==> config.mk <==
export PLATFORM = sky130hd
export DESIGN_NAME = gtg_iter_stage
export DESIGN_NICKNAME = d
export VERILOG_FILES = /design/src/gtg_pkg.sv /design/src/gtg_iter_stage.sv
export SDC_FILE = /design/constraint.sdc
export NUM_CORES = 1
export LEC_CHECK = 0
export ABC_CLOCK_PERIOD_IN_PS = 1600
export BUFFER_PORTS_ARGS = -buffer_cell sky130_fd_sc_hd__buf_4
export CORE_ASPECT_RATIO = 2
export CORE_MARGIN = 5
export CORE_UTILIZATION = 55
export DETAILED_ROUTE_END_ITERATION = 6
export PLACE_DENSITY = 0.82
export SYNTH_ARGS = -nofsm -noshare
export SYNTH_HDL_FRONTEND = slang
export SYNTH_SLANG_ARGS = --single-unit
export TNS_END_PERCENT = 50
==> constraint.sdc <==
create_clock -name clk -period 1.6 [get_ports clk]
set_clock_uncertainty 0.1 [all_clocks]
set_input_delay 0.32 -clock clk [delete_from_list [all_inputs] [get_ports clk]]
set_output_delay 0.32 -clock clk [all_outputs]
set_load 0.005 [all_outputs]
==> src/gtg_pkg.sv <==
`default_nettype none
package gtg_pkg;

	localparam int CORDIC_STAGES_DEF = 16;
	localparam int ROOT_STEPS = 32;

	localparam int CW = 32;
	localparam int HW = 16;
	localparam int DW = 33;
	localparam int XW = 36;
	localparam int ZW = 35;
	localparam int EW = 36;
	localparam int RW = 64;
	localparam int PW = 53;
	localparam int TW = 24;
	localparam int GW = 16;
	localparam int SW = 32;
	localparam int IDXW = 8;
	localparam int DATAW = 32;
	localparam int ATAN_W = 30;
	localparam int HD_SHIFT = 18;
	localparam int TURN_SHIFT = 26;

	localparam logic signed [EW-1:0] PI_Q30 = 36'sd3373259426;
	localparam logic signed [EW-1:0] TWO_PI_Q30 = 36'sd6746518852;
	localparam logic signed [ZW-1:0] PI_Z = 35'sd3373259426;

	localparam logic signed [PW-1:0] ROUND_HALF = 53'sd33554432;
	localparam logic signed [PW-1:0] TURN_MAX = 53'sd8388607;
	localparam logic signed [PW-1:0] TURN_MIN = -53'sd8388608;

	localparam logic [IDXW-1:0] REG_GAIN = 8'd0;
	localparam logic [IDXW-1:0] REG_SPEED_LIMIT = 8'd1;

	localparam logic [GW-1:0] GAIN_RST = 16'd256;
	localparam logic [SW-1:0] SPEED_RST = 32'd65536;

	localparam logic [ATAN_W-1:0] ATAN_LOW [11] = '{
		30'd843314857, 30'd497837829, 30'd263043837, 30'd133525159,
		30'd67021687, 30'd33543516, 30'd16775851, 30'd8388437,
		30'd4194283, 30'd2097149, 30'd1048576
	};

	function automatic logic [ATAN_W-1:0] atan_entry(input int i);
		logic [ATAN_W-1:0] r;
		r = '0;
		if (i < 11) begin
			r = ATAN_LOW[i[3:0]];
		end else if (i <= 30) begin
			r = ATAN_W'(1) << (30 - i);
		end
		return r;
	endfunction

	typedef struct packed {
		logic signed [XW-1:0] x;
		logic signed [XW-1:0] y;
		logic signed [ZW-1:0] z;
		logic [RW-1:0]        rem;
		logic [RW-1:0]        root;
		logic                 carry;
		logic                 zero;
		logic signed [HW-1:0] hd;
	} iter_t;

endpackage
`default_nettype wire

==> src/gtg_iter_stage.sv <==
`default_nettype none
module gtg_iter_stage #(
	parameter int STAGE = 0,
	parameter bit ROTATE = 1'b1
) (
	input  wire logic           clk,
	input  wire logic           arst_n,
	input  wire logic           adv,
	input  wire logic           valid_in,
	input  wire gtg_pkg::iter_t iter_in,
	output logic                valid_s1,
	output gtg_pkg::iter_t      iter_s1
);

	localparam logic [gtg_pkg::RW-1:0] ROOT_BIT =
		gtg_pkg::RW'(1) << (2 * (gtg_pkg::ROOT_STEPS - 1 - STAGE));
	localparam logic signed [gtg_pkg::ZW-1:0] ATAN_Z =
		$signed(gtg_pkg::ZW'(gtg_pkg::atan_entry(STAGE)));

	logic signed [gtg_pkg::XW-1:0] xs;
	logic signed [gtg_pkg::XW-1:0] ys;
	logic [gtg_pkg::RW-1:0]        trial;
	gtg_pkg::iter_t                nxt;

	always_comb begin
		nxt = iter_in;
		xs = iter_in.x >>> STAGE;
		ys = iter_in.y >>> STAGE;
		if (ROTATE) begin
			if (iter_in.y > 0) begin
				nxt.x = iter_in.x + ys;
				nxt.y = iter_in.y - xs;
				nxt.z = iter_in.z + ATAN_Z;
			end else begin
				nxt.x = iter_in.x - ys;
				nxt.y = iter_in.y + xs;
				nxt.z = iter_in.z - ATAN_Z;
			end
		end
		trial = iter_in.root + ROOT_BIT;
		if (iter_in.rem >= trial) begin
			nxt.rem = iter_in.rem - trial;
			nxt.root = (iter_in.root >> 1) + ROOT_BIT;
		end else begin
			nxt.root = iter_in.root >> 1;
		end
	end

	always_ff @(posedge clk or negedge arst_n) begin
		if (!arst_n) begin
			valid_s1 <= 1'b0;
		end else if (adv) begin
			valid_s1 <= valid_in;
		end
	end

	always_ff @(posedge clk) begin
		if (adv) begin
			iter_s1 <= nxt;
		end
	end

endmodule
`default_nettype wire

==> results_dict.tcl, run 1 <==
set metrics [dict create \
    overflow 558 \
    synth_common_cells "edfxtp_1, a21oi_1, ha_1" \
    syn-num-nets 2755 \
    failed_stage "5_1_grt" \
    htreeDepth 1 \
    grt_pass1_vias 37043 \
    start_util_pct 55.6 \
    cts.path.max_buffers 3 \
    syn_inst 2291 \
    ys_seq_elements 253 \
    error_line "[ERROR GRT-0116] Global routing finished with congestion. Check the congestion regions in the DRC Viewer." \
    synthArstFlopShare_pct 0.395 \
    outcome "did not finish" \
    syn_area_per_cell_sq_um 9.05 \
    grt_pass1_wl_microns 265000 \
    io_pins 511 \
    routabilityCongestion 1.11 \
    muxShareOfSynthArea_pct 1.00 \
    cts.sinks 253 \
    synth_compound_area_share_pct 24.2 \
    track_usage_pct 81.7 \
    fp.dieH_microns 285 \
    io_buffer_count 510 \
    die_width_microns 147 \
    post-dp-hpwl_microns 79500 \
    row_count 100 \
    cts-buffers-inserted 24 \
    synth.most_common_cell "edfxtp_1" \
    syn_area_sq_um 20700 \
    synthAdderAreaFrac_pct 12.7 \
    synth_top_area_share_pct 36.5 \
    synth_edf_count 252 \
    synthTopCellsByArea "edfxtp_1, ha_1, a21oi_1, xnor2_1, o21ai_0" \
    synth_top_area_cell "edfxtp_1" \
    synth_xor_area_share_pct 6.51 \
    clockRootBuffer "clkbuf_16" \
    ys_warn_count 0 \
    place_area_sq_um 31100 \
    synth-simple-area-share_pct 13.2 \
    grt_start_max_net_pins 72 \
    synth_top_family_by_area "compound AO/OA/AOI/OAI gates" \
    synthFlopType "edfxtp_1" \
    synth.distinct_cells 97 \
    yosysSeqAreaShare_pct 36.6 \
]
==> routing by layer <==
layer	track usage [%]	overflow
met5	29.2	1
met2	98.9	316
met3	67.7	8
met1	78.0	8
met4	86.3	225
==> repair_timing <==
item / in CTS
hold endpoints to repair: 131
hold buffers: 132
pin swaps: 140
gates cloned: 8
gates resized for setup: 407
buffers inserted: 51
setup endpoints to repair: 178
==> per-stage QoR <==
stage          std cells  hold WS [ps]  setup slack [ps]  utilization (%)  setup TNS [ps]
4_1_cts             4165          2.01             -1940             95.2         -185360
3_5_place_dp        3933         0.614             -2680             83.3         -339510
3_3_place_gp        3933        -0.567             -2600             83.3         -326720
2_1_floorplan       2291         -75.6             -2000                -         -197620
==> kinds of logic after synthesis <==
group	count (synthesis)
AND/OR/NAND/NOR	570
XOR/XNOR	154
AO/OA/AOI/OAI	790
multiplexers	20
buffers and inverters	297
adder cells (fa/ha/maj)	207
flip-flops	253
==> run 2, diff against run 1 <==
--- a/config.mk
+++ b/config.mk
@@ -7,11 +7,10 @@
 export LEC_CHECK = 0
 export ABC_CLOCK_PERIOD_IN_PS = 1600
 export BUFFER_PORTS_ARGS = -buffer_cell sky130_fd_sc_hd__buf_4
-export CORE_ASPECT_RATIO = 2
 export CORE_MARGIN = 5
-export CORE_UTILIZATION = 55
+export CORE_UTILIZATION = 40
 export DETAILED_ROUTE_END_ITERATION = 6
-export PLACE_DENSITY = 0.82
+export PLACE_DENSITY_LB_ADDON = 0.15
 export SYNTH_ARGS = -nofsm -noshare
 export SYNTH_HDL_FRONTEND = slang
 export SYNTH_SLANG_ARGS = --single-unit
==> run 2 against run 1 <==
  * The flow now finishes, with violations (setup timing)
  * Area after synthesis stayed put
  * Synthesized cell count stayed put
==> results_dict.tcl, run 2 <==
set metrics [dict create \
    cts.sinks 253 \
    slew_headroom_pct 55.4 \
    syn_area_sq_um 20700 \
    grt_pass1_vias 24475 \
    synthTopCellsByArea "edfxtp_1, ha_1, a21oi_1, xnor2_1, o21ai_0" \
    antenna_found_initial 8 \
    drc 0 \
    crit_buf_inv 6 \
    final_max_slew_viol_count 0 \
    synthArstFlopShare_pct 0.395 \
    grt_pass1_wl_microns 141000 \
    row_count 83 \
    syn-num-nets 2755 \
    post-dp-hpwl_microns 71200 \
    critical_path.top_delay_family "compound AO/OA/AOI/OAI gates" \
    rrSetupSlack_ps 750 \
    setup_slack_ps -1920 \
    synthFlopType "edfxtp_1" \
    ir_worst_vdd_v 0.000944 \
    grt_start_max_net_pins 51 \
    syn_area_per_cell_sq_um 9.05 \
    r2r-start "valid_s1" \
    p_per_area_nw_per_um2 785 \
    fin_crit_sh_pct 220 \
    holdPathEnd "iter_s1[147]" \
    die_width_microns 238 \
    max_freq_mhz 284 \
    ant_nets 0 \
    htreeDepth 1 \
    final_cell_mix "buf_4, edfxtp_1, a21oi_1" \
    syn_inst 2291 \
    layout-drive-gt1-share_pct 52.1 \
    cts_tree "yes" \
    dr.pass1.iters 7 \
    nets 4246 \
    ys_warn_count 0 \
    rsz0062_at_grt "yes" \
    area_growth_pct 85.1 \
    outcome "finished, violations left" \
    drv_cap 0 \
    cp_slowest_cell "a41o_2" \
    synth.most_common_cell "edfxtp_1" \
    holdPathStages 2 \
    synth.distinct_cells 97 \
    path_class "in -> reg" \
    cp-startpoint "iter_in[215]" \
    worst_path_largest_cell_delay_ps 340 \
    drt-initial-drc-count 1603 \
    clk_latency_ps 610 \
    final_cell_area_sq_um 38400 \
    track_usage_pct 31.3 \
    fp.coreArea_sq_um 51300 \
    synth_edf_count 252 \
    wl_per_cell_microns 21.8 \
    startpoint_type "input port" \
    avgViaCountPerCell 5.42 \
    final_util_pct 74.8 \
    io_buffer_count 510 \
    p_leak_nw 17.5 \
    yosysSeqAreaShare_pct 36.6 \
    start_util_pct 40.4 \
    final-hold-violation-count 0 \
    failed_checks "setup timing" \
    synth_top_area_share_pct 36.5 \
    worst_pin_slew_ps 669 \
    rr_worst_depth 1 \
    vias 24330 \
    routed_wl_microns 97900 \
    period_minus_slack_ps 3520 \
    dieArea_sq_um 56500 \
    cts.path.max_buffers 3 \
    place_area_sq_um 31400 \
    hp-start "iter_in[147]" \
    synth_top_area_cell "edfxtp_1" \
    min_path_type "in -> reg" \
    cp_common_cell "buf_4" \
    regMostFlops "iter_s1" \
    worst-path-max-fanout 8 \
    clockRootBuffer "clkbuf_16" \
    io_pins 511 \
    critical_path_depth 20 \
    endpoint_kind "flip-flop" \
    worstPathCellList "buf_6, nor4_4, buf_4, nand4_1, nor2_1, buf_4, a41o_4, clkinv_8, buf_8, ha_1, o21ai_1, nand2b_1, nand4_1, o21ai_2, nor2_4, a311oi_2, a41o_2, buf_4, a21oi_2, xnor2_1" \
    cts-buffers-inserted 30 \
    largestRegisters "iter_s1 (252), valid_s1 (1)" \
    setup_viol 184 \
    overflow 0 \
    r2r_end "valid_s1" \
    ys_seq_elements 253 \
    fp.dieH_microns 238 \
    final_common_cell "buf_4" \
    required_ps 1860 \
    clk_pin_slew_worst_paths_ps 60 \
    largest_register_ffs 252 \
    routabilityCongestion 0.955 \
    cp.arrival_ps 3780 \
    total_power_mw 30.1 \
    synth_common_cells "edfxtp_1, a21oi_1, ha_1" \
]
run 2: metrics by stage:
| step | cells | setup WS [ps] | setup TNS, ps | hold slack [ps] |
|---|---|---|---|---|
| after floorplan | 2291 | -2000 | -197620 | -75.6 |
| after CTS | 4437 | -1840 | -164130 | -60.7 |
| after detailed placement | 4165 | -2800 | -305370 | -0.119 |
| final | 4492 | -1920 | -170420 | 13.3 |
| after global routing | 4492 | -2100 | -183210 | 0.229 |
| after global placement | 4165 | -2720 | -302750 | -3.78 |
run 2: how the worst max path moves through the flow:
stage | to | slack (ps)
finish | iter_s1[180] | -1920
global route | iter_s1[180] | -2100
detailed placement | iter_s1[174] | -2800
global placement | iter_s1[174] | -2720
floorplan | iter_s1[174] | -2000
CTS | iter_s1[172] | -1840
run 2: area by class of cell:
class / count / area (sq um)
Sequential cell: 253 / 7590
Clock buffer: 32 / 758
Timing Repair Buffer: 1556 / 12800
Antenna cell: 7 / 17.5
Tap cell: 680 / 851
Inverter: 200 / 800
Clock inverter: 23 / 300
Multi-Input combinational cell: 1741 / 15300
Fill cell: 3687 / 12900
run 2: what timing repair did:
action	4_1_cts	5_1_grt
endpoints found under the hold margin	145	4
gates resized for setup	446	295
buffers inserted	78	53
gates cloned	7	3
endpoints found under the setup margin	193	209
hold buffers	141	4
pin swaps	179	132
run 2: power breakdown:
group | switching, mW | internal [mW]
clock | 3.03 | 4.42
sequential | 0.328 | 8.49
combinational | 6.65 | 7.18
total | 10.0 | 20.1
run 2: per-layer routing:
metal / GRT usage, % / wire [microns]
met5: 0 / 13
met2: 57.3 / 49900
met1: 38.2 / 37700
met3: 4.30 / 6150
met4: 9.66 / 4100
run 2: cells by family after synthesis:
logic type / after synthesis / synth area share [%]
compound gates: 790 / 24.2
simple gates: 570 / 13.2
buf+inv: 297 / 5.74
flops: 253 / 36.6
fa+ha+maj: 207 / 12.7
xor+xnor: 154 / 6.51
mux: 20 / 1.00
Power figures use the tool's default switching activity.
